===== config.mk =====
export PLATFORM = sky130hd
export DESIGN_NAME = edd_front_flat
export DESIGN_NICKNAME = d
export VERILOG_FILES = /design/src/hdl/edd_pkg.sv /design/src/hdl/edd_if.sv /design/src/hdl/edd_front.sv /design/src/flat_wrapper.sv
export SDC_FILE = /design/constraint.sdc
export NUM_CORES = 1
export LEC_CHECK = 0
export BUFFER_PORTS_ARGS = -buffer_cell sky130_fd_sc_hd__clkbuf_2
export CORE_UTILIZATION = 33
export CTS_CLUSTER_SIZE = 10
export DETAILED_ROUTE_END_ITERATION = 16
export HOLD_SLACK_MARGIN = 0.03
export MAX_ROUTING_LAYER = met4
export PLACE_DENSITY = 0.6
export SLEW_MARGIN = 0
export SYNTH_ARGS = -nofsm -noshare
export SYNTH_HDL_FRONTEND = slang
export SYNTH_SLANG_ARGS = --single-unit

===== constraint.sdc =====
create_clock -name clk -period 5.1 [get_ports clk]
set_input_delay 1.02 -clock clk [delete_from_list [all_inputs] [get_ports clk]]
set_output_delay 1.02 -clock clk [all_outputs]
set_load 0.02 [all_outputs]

===== src/hdl/edd_pkg.sv =====
// Package for the error diffusion dither: shared types, constants and codes.
// No dependencies; every file in hdl/ but edd_if.sv uses it by scoped names.
package edd_pkg;

  localparam int MaxWidthDef  = 2048;
  localparam int ErrW         = 10;
  localparam int Chans        = 3;
  localparam int QueueDepth   = 4;
  localparam int QueuePtrW    = 2;
  localparam int DivCycles    = 4;
  localparam int DivBitsStep  = 4;
  localparam int DivCntW      = 2;
  localparam int CfgAddrW     = 4;

  localparam logic [11:0] WidthRst  = 12'd640;
  localparam logic [15:0] HeightRst = 16'd480;
  localparam logic [7:0]  LevelsRst = 8'd1;

  typedef enum logic [1:0] {
    REG_WIDTH  = 2'd0,
    REG_HEIGHT = 2'd1,
    REG_LEVELS = 2'd2,
    REG_NONE   = 2'd3
  } reg_idx_t;

  typedef enum logic [2:0] {
    B_IDLE, B_RD0, B_RD1, B_ADD, B_MUL, B_LVL, B_DIV, B_WB
  } back_state_t;

  typedef struct packed {
    logic [11:0] width;
    logic [15:0] height;
    logic [7:0]  levels;
  } cfg_t;

  typedef logic [Chans-1:0][ErrW-1:0] err3_t;
  typedef logic [Chans-1:0][7:0]      pix3_t;

  // front-to-back queue entry; column is kept at the full 16 bits and cut
  // to the line buffer index width in the back end
  typedef struct packed {
    pix3_t       pix;
    logic [15:0] col;
    logic        first_col;
    logic        row_nz;
    logic        last_col;
    logic        frame_done;
  } entry_t;

endpackage


===== src/hdl/edd_if.sv =====
// Stream channel interfaces for the dither: pixel input and result output.
// Depends on nothing but the valid/ready handshake convention.
interface edd_pix_if;
  logic       valid;
  logic       ready;
  logic [7:0] blue_in;
  logic [7:0] green_in;
  logic [7:0] red_in;
  modport source(output valid, output blue_in, output green_in, output red_in, input ready);
  modport sink(input valid, input blue_in, input green_in, input red_in, output ready);
endinterface



===== src/hdl/edd_front.sv =====
// Front end: accepts pixel beats, tracks raster position, queues entries.
// Uses edd_pkg (entry_t, cfg_t) and edd_pix_if.
module edd_front #(
  parameter int MAX_WIDTH = edd_pkg::MaxWidthDef
) (
  input  logic           clk,
  input  logic           rst_n,
  edd_pix_if.sink        in_pix,
  input  edd_pkg::cfg_t  cfg,
  input  logic           pop,
  output logic           q_valid,
  output edd_pkg::entry_t q_head
);

  localparam int AW = $clog2(MAX_WIDTH);
  localparam int CW = AW + 1;

  edd_pkg::entry_t queue_r [edd_pkg::QueueDepth];
  logic [edd_pkg::QueuePtrW-1:0] wp_r, rp_r;
  logic [edd_pkg::QueuePtrW:0]   cnt_r;
  logic [AW-1:0] col_r;
  logic [15:0]   row_r;
  logic          push, full;
  logic [CW-1:0] w_eff, c_plus;
  logic [15:0]   h_eff;
  logic          last_col, last_row;
  edd_pkg::entry_t ent;

  assign full         = (cnt_r == (edd_pkg::QueuePtrW+1)'(edd_pkg::QueueDepth));
  assign in_pix.ready = !full;
  assign push         = in_pix.valid && !full;
  assign q_valid      = (cnt_r != '0);
  assign q_head       = queue_r[rp_r];

  always_comb begin
    if (cfg.width == '0)
      w_eff = CW'(1);
    else if (32'(cfg.width) > MAX_WIDTH)
      w_eff = CW'(MAX_WIDTH);
    else
      w_eff = CW'(cfg.width);
    h_eff    = (cfg.height == '0) ? 16'd1 : cfg.height;
    c_plus   = {1'b0, col_r} + CW'(1);
    last_col = (c_plus >= w_eff);
    last_row = ({1'b0, row_r} + 17'd1 >= {1'b0, h_eff});
    ent.pix        = {in_pix.red_in, in_pix.green_in, in_pix.blue_in};
    ent.col        = 16'(col_r);
    ent.first_col  = (col_r == '0);
    ent.row_nz     = (row_r != '0);
    ent.last_col   = last_col;
    ent.frame_done = last_col && last_row;
  end

  always_ff @(posedge clk) begin
    if (!rst_n) begin
      wp_r  <= '0;
      rp_r  <= '0;
      cnt_r <= '0;
      col_r <= '0;
      row_r <= '0;
    end else begin
      if (push) begin
        wp_r <= wp_r + 1'b1;
        if (last_col) begin
          col_r <= '0;
          row_r <= last_row ? 16'd0 : row_r + 16'd1;
        end else begin
          col_r <= AW'(c_plus);
        end
      end
      if (pop) rp_r <= rp_r + 1'b1;
      cnt_r <= cnt_r + (edd_pkg::QueuePtrW+1)'(push) - (edd_pkg::QueuePtrW+1)'(pop);
    end
  end

  always_ff @(posedge clk) begin
    if (push) queue_r[wp_r] <= ent;
  end

  a_no_pop_empty: assert property (@(posedge clk) disable iff (!rst_n)
    pop |-> q_valid) else $error("pop from empty queue");
  a_cnt_bound: assert property (@(posedge clk) disable iff (!rst_n)
    cnt_r <= (edd_pkg::QueuePtrW+1)'(edd_pkg::QueueDepth)) else $error("queue count overflow");
  a_cnt_track: assert property (@(posedge clk) disable iff (!rst_n)
    (push && !pop) |=> cnt_r == $past(cnt_r) + 1'b1) else $error("queue count lost a push");

endmodule


===== src/flat_wrapper.sv =====
// flat-port wrapper written by rule: the top's interface ports become plain ports
module edd_front_flat 
#(
  parameter int MAX_WIDTH = edd_pkg::MaxWidthDef
)
  (clk, rst_n, cfg, pop, q_valid, q_head, in_pix_valid, in_pix_blue_in, in_pix_green_in, in_pix_red_in, in_pix_ready);
  edd_pix_if in_pix_i ();
  input  logic clk;
  input  logic rst_n;
  input  edd_pkg::cfg_t cfg;
  input  logic pop;
  output logic q_valid;
  output edd_pkg::entry_t q_head;
  input wire logic [$bits(in_pix_i.valid)-1:0] in_pix_valid;
  input wire logic [$bits(in_pix_i.blue_in)-1:0] in_pix_blue_in;
  input wire logic [$bits(in_pix_i.green_in)-1:0] in_pix_green_in;
  input wire logic [$bits(in_pix_i.red_in)-1:0] in_pix_red_in;
  output wire logic [$bits(in_pix_i.ready)-1:0] in_pix_ready;
  assign in_pix_i.valid = in_pix_valid;
  assign in_pix_i.blue_in = in_pix_blue_in;
  assign in_pix_i.green_in = in_pix_green_in;
  assign in_pix_i.red_in = in_pix_red_in;
  assign in_pix_ready = in_pix_i.ready;
  edd_front #(.MAX_WIDTH(MAX_WIDTH)) u_core (.clk(clk), .rst_n(rst_n), .in_pix(in_pix_i), .cfg(cfg), .pop(pop), .q_valid(q_valid), .q_head(q_head));
endmodule

==> flow_summary_export.csv, run 1 <==
group,metric,value,unit
layout,fillers,2371,
floorplanning,die_w,163,µm
sta,report.final.slew_viol_count,0,
setup_path,path_buf_inv,0,
route,drc,0,
power,peakVddDrop,246,µV
yosys,ys.flop_type,"edfxtp_1",
yosys,synthTopCellsByCount,"edfxtp_1 (156), mux4_2 (39), ha_1 (38)",
place,dp.cells,970,
clocking,post_cts_buffers,0,
sta,final-hold-violation-count,0,
global_route,grt_start_max_net_pins,40,
setup_path,cpPeakStageDelay,0.49,ns
place,hpwl,10.7,mm
yosys,syn_area_per_cell,15.1,µm²
global_route,antenna_found_initial,0,
floorplanning,rows,58,
route,dr.pass1.iters,4,
route,vias,4832,
setup_path,critical_path_class,"reg -> reg",
yosys,synth_most_common_cell,"edfxtp_1",
sta,fmax,0.279,GHz
clocking,clk_pin_slew,0.08,ns
sta,finalCriticalPeriod,3.58,ns
sta,max_slew_margin,25.6,%
sta,skew,0.0114,ns
route,via_per_inst,4.82,
place,port_buffers,96,
layout,final_area,0.00996,mm²
global_route,grtUsageTotal,13.4,%
yosys,ys_seq_area_share,63.2,%
power,power_density,397,mW/mm²
setup_path,slowest_stage,"nor3_4",
yosys,netlist_area,0.00855,mm²
sta,rsz0062_at_grt,"no",
yosys,yosysTopAreaCellShare,54.8,%
clocking,clk_latency,0.43,ns
layout,antenna_cells,0,
global_route,grt_pass1_wl,26.0,mm
flow_run,max_cap_violations,0,
sta,setup_tns,0,ns
clocking,cts_tree,"yes",
power,p_leak,3.83,nW
route,drt_iter0_markers,388,
layout,area_growth,16.5,%
yosys,ys_warn_count,0,
layout,drive_above_1_share,27.4,%
yosys,ys_seq_elements,192,
setup_path,crit_arrival,3.96,ns
yosys,synth_edf_count,156,
yosys,syn_inst,567,
place,gp_congestion,0.788,
sta,finalCritPeriodShare,70.2,%
clocking,cts_buffers,17,
setup_path,critPathTopFamily,"simple AND/OR/NAND/NOR gates",
clocking,cts_root_buf,"clkbuf_16",
sta,worst_pin_slew,1.12,ns
setup_path,cp_cell_sequence,"ha_1 -> and3_1 -> nand2_1 -> nor2_1 -> nand4_1 -> xnor2_1 -> ha_1 -> nor4_1 -> o221ai_1 -> a22o_1 -> a31o_1 -> nor3_4 -> a41o_1",
setup_path,cp_common_cell,"ha_1",
floorplanning,start_util,33.8,%
layout,instances_no_fill,1002,
yosys,async_flop_share,0,%
route,ant_nets,0,
floorplanning,io_pins,110,
setup_path,endpoint_kind,"register",
hold_path,hold_path_class,"reg -> reg",
global_route,grt_pass1_vias,4901,
status,status,"complete, no violations",
clocking,clockBufferDepth,2,
clocking,cts.sinks,192,
setup_path,worstPathRequired,5.48,ns
yosys,synth_area_leaders,"edfxtp_1 (55%), mux4_2 (10%), dfxtp_1 (8.4%)",
clocking,ctsHoldBuffers,0,
clocking,h-tree-depth,4,
yosys,synth.largest_area_cell,"edfxtp_1",
place,placed_area,0.00933,mm²
global_route,grt_overflow,0,
floorplanning,core,0.0253,mm²
route,wl_per_cell,16.4,µm
setup_path,startpoint_type,"register",
yosys,yosys.cell_types.count,57,
layout,nets,762,
floorplanning,die_area,0.0266,mm²
sta,setup_viol,0,
floorplanning,fp.dieH,163,µm
layout,post-route-util,39.3,%
route,wirelength,16.4,mm
setup_path,critPathMaxFanout,10,
clocking,cts-resized-gates,0,
-- cells in the final DEF (no fill, tap or decap), drive strengths merged, types with 8 or more instances in the layout --
cell type  count
xor2          20
a21oi         12
ha            38
clkbuf       113
edfxtp       156
nand3         12
and3          21
and2           8
mux4          39
dfxtp         36
xnor2         18
inv           38
nand2         38
a41o           8
nor3           8
nor4           9
clkinv         8
nor2          29
-- path summary, 6_finish.rpt --
path | from | endpoint | slack, ns | cells past startpoint
max | u_core.row_r[0] | u_core.row_r[12] | 1.52 | 13
min reg2reg | u_core.wp_r[1] | u_core.wp_r[1] | 0.51 | 2
min | u_core.wp_r[1] | u_core.wp_r[1] | 0.51 | 2
max reg2reg | u_core.row_r[0] | u_core.row_r[12] | 1.52 | 13
-- per-stage QoR --
step	power (W)	hold WS (ns)	worst slack [ns]
6_report	0.00396	0.513	1.52
5_1_grt	0.00414	0.557	1.27
4_1_cts	0.00401	0.518	1.43
3_5_place_dp	0.00267	0.508	1.52
3_3_place_gp	0.00265	0.500	1.54
2_1_floorplan	0.00243	0.476	1.99
-- final cells by class --
| type | instances | area [µm²] | area share [%] |
|---|---|---|---|
| multi-input combinational | 319 | 2900 | 29.1 |
| clock inverter | 15 | 205 | 2.06 |
| sequential | 192 | 5410 | 54.3 |
| timing repair buffer | 97 | 488 | 4.90 |
| tap | 330 | 413 | 4.14 |
| inverter | 32 | 120 | 1.21 |
| clock buffer | 17 | 425 | 4.27 |
-- flip-flops by register name (all words and copies together) (netlist names), named ones only --
signal	cells
u_core.wp_r	2
u_core.row_r	16
u_core.col_r	11
u_core.cnt_r	3
u_core.rp_r	2
u_core.queue_r	156
-- power breakdown --
part | internal, W | switching [W] | leakage [nW] | total, W
combinational | 0.000260 | 0.000396 | 1.80 | 0.000656
sequential | 0.00188 | 0.0000766 | 1.73 | 0.00196
clock | 0.000676 | 0.000668 | 0.299 | 0.00134
total | 0.00282 | 0.00114 | 3.83 | 0.00396
-- per-layer routing --
layer | GRT usage, % | vias up | share of wire [%]
li1 | - | 2354 | -
met1 | 17.6 | 2349 | 48
met2 | 20.9 | 116 | 47
met3 | 2.67 | 13 | 4.1
met4 | 3.74 | 0 | 1.0
met5 | - | - | 0
-- cells by family (layout without fill, tap and decap cells) --
group / after synthesis / in the layout / synth area share, %
adders and majority gates: 39 / 39 / 5.79
muxes: 40 / 40 / 10.4
xor gates and xnor gates: 38 / 38 / 3.89
other: 1 / 5 / 0.0438
buffers and inverters: 60 / 161 / 3.12
DFF: 192 / 192 / 63.2
AOI/OAI and AO/OA: 53 / 53 / 4.67
and+or+nand+nor: 144 / 144 / 8.91
-- worst min-delay path: cells and delay by family, from the launching register on --
family | cells | cell delay, ns
AND/OR/NAND/NOR | 1 | 0.06
flip-flops | 1 | 0.34
AO/OA/AOI/OAI | 1 | 0.06
No activity file was read; power rests on OpenSTA's default activity.
==> inputs of run 2 (changes only) <==
- clock period: 5.1 -> 3.3 ns (I/O delays scaled with it)
==> flow_summary_export.csv, run 2 (synthesis results as in run 1) <==
group,metric,value,unit
layout,fillers,2357,
layout,seq_area,0.00541,mm²
global_route,grt_pass1_wl,26.5,mm
setup_path,critical_path_class,"reg -> reg",
route,met3RoutedLength,709,µm
sta,finalCritPeriodShare,94.6,%
power,power_density,603,mW/mm²
layout,drive_above_1_share,32.0,%
layout,largest_reg_flops,156,
global_route,antenna_found_initial,0,
sta,final-hold-violation-count,0,
sta,rsz0062_at_grt,"no",
clocking,cts_tree,"yes",
setup_path,startpoint_type,"register",
setup_path,r2r-end,"u_core.row_r[2]",
clocking,clockBufferDepth,2,
layout,area_growth,20.5,%
clocking,h-tree-depth,4,
sta,skew,0.0102,ns
layout,multi_input_area,0.00291,mm²
setup_path,endpoint_kind,"register",
sta,report.final.slew_viol_count,0,
route,ant_nets,0,
sta,worst_pin_slew,0.688,ns
layout,final_common_cell,"edfxtp_1",
hold_path,hold_end,"u_core.queue_r[3][30]",
route,wirelength_met1,8.01,mm
sta,max_slew_margin,54.1,%
route,drt_iter0_markers,357,
global_route,grtUsageTotal,13.7,%
layout,final_cell_mix,"edfxtp_1 (156), clkbuf_2 (96), mux4_2 (39), ha_1 (38), buf_4 (38)",
sta,finalCriticalPeriod,3.12,ns
layout,top_regs,"u_core.queue_r: 156 flops, u_core.row_r: 16 flops, u_core.col_r: 11 flops",
setup_path,crit_arrival,3.51,ns
place,gp_congestion,0.821,
floorplanning,io_pins,110,
global_route,grt_overflow,0,
flow_run,max_cap_violations,0,
setup_path,reg2reg_from,"u_core.row_r[1]",
layout,final_area,0.0103,mm²
hold_path,hold_path_class,"in -> reg",
clocking,cts_buffers,17,
setup_path,critPathMaxFanout,7,
power,peakVddDrop,415,µV
clocking,cts_root_buf,"clkbuf_16",
hold_path,holdCritStartpoint,"in_pix_green_in[7]",
place,port_buffers,96,
layout,nets,802,
layout,post-route-util,40.7,%
global_route,grt_pass1_vias,4993,
clocking,post_cts_buffers,0,
global_route,grt_start_max_net_pins,40,
status,status,"complete, no violations",
floorplanning,start_util,33.8,%
place,placed_area,0.00967,mm²
setup_path,worstPathRequired,3.68,ns
route,wirelength,16.9,mm
floorplanning,core,0.0253,mm²
place,hpwl,11.7,mm
floorplanning,die_area,0.0266,mm²
hold_path,hold_depth,1,
route,drc,0,
route,dr_wl_met2,7.98,mm
route,top_layer,"met4",
sta,setup_viol,0,
route,wl_per_cell,16.2,µm
clocking,clk_latency,0.43,ns
clocking,cts.sinks,192,
route,dr.pass1.iters,4,
floorplanning,rows,58,
floorplanning,fp.dieH,163,µm
floorplanning,die_w,163,µm
power,p_leak,4.05,nW
clocking,clk_pin_slew,0.08,ns
layout,top_register,"u_core.queue_r",
layout,antenna_cells,0,
sta,fmax,0.320,GHz
route,via_per_inst,4.81,
route,vias,5013,
clocking,cts-resized-gates,0,
setup_path,regToRegSetupSlack,0.18,ns
sta,setup_tns,0,ns
clocking,ctsHoldBuffers,0,
setup_path,reg2reg_depth,14,
-- run 2: cell types whose count changed in the layout (fill, tap and decap cells not counted), sizes merged --
| cell | previous run | this run |
|---|---|---|
| buf | 1 | 41 |
| inv | 38 | 40 |
| clkinv | 8 | 5 |
| bufinv | 0 | 1 |
-- run 2: worst max path at each step --
stage | from | end | slack [ns] | cells past startpoint
CTS | u_core.row_r[1] | u_core.row_r[2] | 0.17 | 14
floorplan | u_core.row_r[0] | u_core.row_r[0] | 0.35 | 14
global placement | u_core.row_r[1] | u_core.row_r[11] | 0.22 | 14
detailed placement | u_core.row_r[0] | u_core.row_r[2] | 0.20 | 14
finish | u_core.row_r[1] | u_core.row_r[2] | 0.18 | 14
global route | u_core.col_r[1] | u_core.row_r[14] | 0.009 | 13
-- run 2: final cells by class --
type                            instances  share of cell area [%]
Multi-Input combinational cell        319                    28.3
Sequential cell                       192                    52.5
Tap cell                              330                    4.01
Timing Repair Buffer                  137                    8.01
Inverter                               32                    1.17
Clock inverter                         15                    1.98
Clock buffer                           17                    4.13
-- run 2: routing by layer --
layer / global-route usage (%) / up-vias
met5: - / -
met4: 4.63 / 0
met3: 2.55 / 17
met2: 21.8 / 116
met1: 17.5 / 2450
li1: - / 2430
-- run 2: where the power goes --
group / internal (W) / switching, W / leakage [nW]
logic: 0.000454 / 0.000657 / 2.02
registers: 0.00290 / 0.0000879 / 1.73
clock network: 0.00111 / 0.00101 / 0.302
-- run 2: worst max-delay path, cell delays in order, from the launching register on --
cell and delay (ns):
dfxtp_1 0.35, ha_1 0.18, and3_1 0.19, nand2_1 0.06, nor2_1 0.14, nand4_1 0.13, xnor2_1 0.22, ha_1 0.28
nor4_2 0.25, o221ai_1 0.17, a22o_1 0.25, a31o_2 0.28, buf_4 0.19, o31ai_1 0.23, a22o_1 0.15
-- run 2: stage by stage --
step                      worst slack (ns)  hold WS (ns)  power, W  instances
after floorplan                      0.355         0.476   0.00376        571
after global placement               0.217         0.498   0.00416       1010
after detailed placement             0.197         0.508   0.00419       1010
after CTS                            0.168         0.425   0.00629       1042
after global routing               0.00922         0.426   0.00649       1042
final                                0.178         0.443   0.00622       1042
==> inputs of run 3 (changes only) <==
- CORE_UTILIZATION: 33 -> 58
- PLACE_DENSITY: 0.6 -> 0.9
==> flow_summary_export.csv, run 3 (synthesis results as in run 1) <==
group,metric,value,unit
floorplanning,die_area,0.0152,mm²
floorplanning,io_pins,110,
floorplanning,rows,44,
floorplanning,start_util,59.1,%
place,port_buffers,96,
hold_path,hold_path_class,"in -> reg",
place,gp_congestion,0.827,
sta,fmax,0.321,GHz
setup_path,regToRegSetupSlack,0.19,ns
status,status,"complete, no violations",
layout,top_regs,"u_core.queue_r: 156 flops, u_core.row_r: 16 flops, u_core.col_r: 11 flops",
route,drc,0,
clocking,cts_buffers,17,
sta,setup_viol,0,
setup_path,crit_arrival,3.26,ns
place,hpwl,12.1,mm
global_route,use_met3,4.98,%
global_route,grt_use_met1,29.6,%
route,drt_iter0_markers,384,
sta,finalCriticalPeriod,3.11,ns
setup_path,startpoint_type,"register",
route,ant_nets,0,
clocking,h-tree-depth,4,
sta,max_slew_margin,51.6,%
sta,report.final.slew_viol_count,0,
route,via_per_inst,5.85,
setup_path,cpPeakStageDelay,0.37,ns
layout,area_growth,17.4,%
setup_path,worstPathRequired,3.45,ns
floorplanning,die_w,123,µm
flow_run,max_cap_violations,0,
sta,skew,0.00909,ns
place,pre_cts_slack,0.117,ns
layout,antenna_cells,0,
sta,setup_slack,0.189,ns
global_route,grt_use_met2,45.0,%
setup_path,cp_cell_sequence,"ha_1 -> and3_4 -> nand2_1 -> nor2_2 -> nand4_1 -> xnor2_2 -> ha_1 -> nor4_2 -> o221ai_1 -> a22o_1 -> a31o_2 -> buf_4 -> o21a_1",
sta,final-hold-violation-count,0,
clocking,clk_pin_slew,0.07,ns
clocking,cts_tree,"yes",
layout,final_common_cell,"edfxtp_1",
power,p_leak,4.01,nW
layout,final_cell_mix,"edfxtp_1 (156), clkbuf_2 (96), mux4_2 (39), ha_1 (38), nand2_1 (36)",
clocking,clockBufferDepth,2,
global_route,antenna_found_initial,0,
global_route,grt_pass1_vias,5177,
sta,worst_pin_slew,0.719,ns
global_route,grt_overflow,0,
route,dr.pass1.iters,5,
sta,setup_tns,0,ns
setup_path,critPathTopFamily,"compound AO/OA/AOI/OAI gates",
setup_path,critPathMaxFanout,5,
power,peakVddDrop,417,µV
clocking,clk_latency,0.42,ns
setup_path,slowest_stage,"dfxtp_2",
route,wirelength,17.9,mm
setup_path,cp_common_cell,"ha_1",
clocking,cts.sinks,192,
floorplanning,fp.dieH,123,µm
global_route,grt_pass1_wl,27.2,mm
route,wl_per_cell,20.1,µm
power,power_density,610,mW/mm²
layout,largest_reg_flops,156,
power,power.total,0.00612,W
global_route,grt_start_max_net_pins,40,
setup_path,endpoint_kind,"register",
layout,drive_above_1_share,32.0,%
layout,nets,797,
sta,finalCritPeriodShare,94.3,%
setup_path,path_buf_inv,1,
setup_path,critical_path_class,"reg -> reg",
layout,top_register,"u_core.queue_r",
floorplanning,core,0.0145,mm²
route,vias,5213,
global_route,grt_busiest_layer,"met2",
global_route,grtUsageTotal,25.4,%
clocking,cts_root_buf,"clkbuf_16",
sta,rsz0062_at_grt,"no",
## run 3: cell types whose count changed in the layout (fill, tap and decap cells not counted), moves of 2 or more
| cell | previous run | this run |
|---|---|---|
| clkinv_8 | 5 | 0 |
| dfxtp_2 | 2 | 4 |
| clkinv_4 | 0 | 4 |
| dfxtp_1 | 34 | 32 |
| buf_4 | 38 | 33 |
## run 3: area by class of cell
cell class	count	area [µm²]
Clock buffer	18	429
Clock inverter	14	146
Fill cell	943	4440
Inverter	32	120
Multi-Input combinational cell	319	2930
Sequential cell	192	5410
Tap cell	184	230
Timing Repair Buffer	132	779
## run 3: worst register-to-register path, cell delays in order, from the launching register on
cell,delay [ns]
dfxtp_2,0.37
ha_1,0.17
and3_4,0.20
nand2_1,0.07
nor2_2,0.12
nand4_1,0.16
xnor2_2,0.21
ha_1,0.24
nor4_2,0.25
o221ai_1,0.16
a22o_1,0.25
a31o_2,0.26
buf_4,0.16
o21a_1,0.23
## run 3: stage by stage
step | instance area (µm²) | hold WS, ns | utilization [%] | std cells
4_1_cts | 10000 | 0.446 | 69.1 | 890
3_5_place_dp | 9430 | 0.541 | 65.1 | 858
3_3_place_gp | 9430 | 0.484 | 65.1 | 858
2_1_floorplan | 8570 | 0.476 | - | 571
5_1_grt | 10000 | 0.445 | 69.3 | 891
6_report | 10000 | 0.463 | 69.3 | 891
## run 3: path summary, 6_finish.rpt
| kind | from | end | depth (start not counted) |
|---|---|---|---|
| hold / removal | in_pix_green_in[5] | u_core.queue_r[0][28] | 1 |
| setup reg to reg | u_core.row_r[1] | u_core.queue_r[1][0] | 13 |
| setup / recovery | u_core.row_r[1] | u_core.queue_r[1][0] | 13 |
| hold reg to reg | u_core.wp_r[1] | u_core.wp_r[1] | 2 |
## run 3: power by group
part | leakage, nW | switching (W) | total [W] | internal (W)
clock | 0.276 | 0.000923 | 0.00199 | 0.00107
combinational | 1.99 | 0.000678 | 0.00112 | 0.000441
sequential | 1.74 | 0.000105 | 0.00301 | 0.00291
total | 4.01 | 0.00171 | 0.00612 | 0.00442
## run 3: timing repair
action | in CTS | in global routing
buffers inserted | 0 | 1
resized for setup | 0 | 9
hold buffers | 0 | 0
endpoints found under the setup margin | 0 | 30
## run 3: routing by layer
metal	vias to the layer above	routed length [µm]
met4	0	171
met5	-	0
met1	2577	7200
met2	197	9650
met3	13	920
li1	2426	-
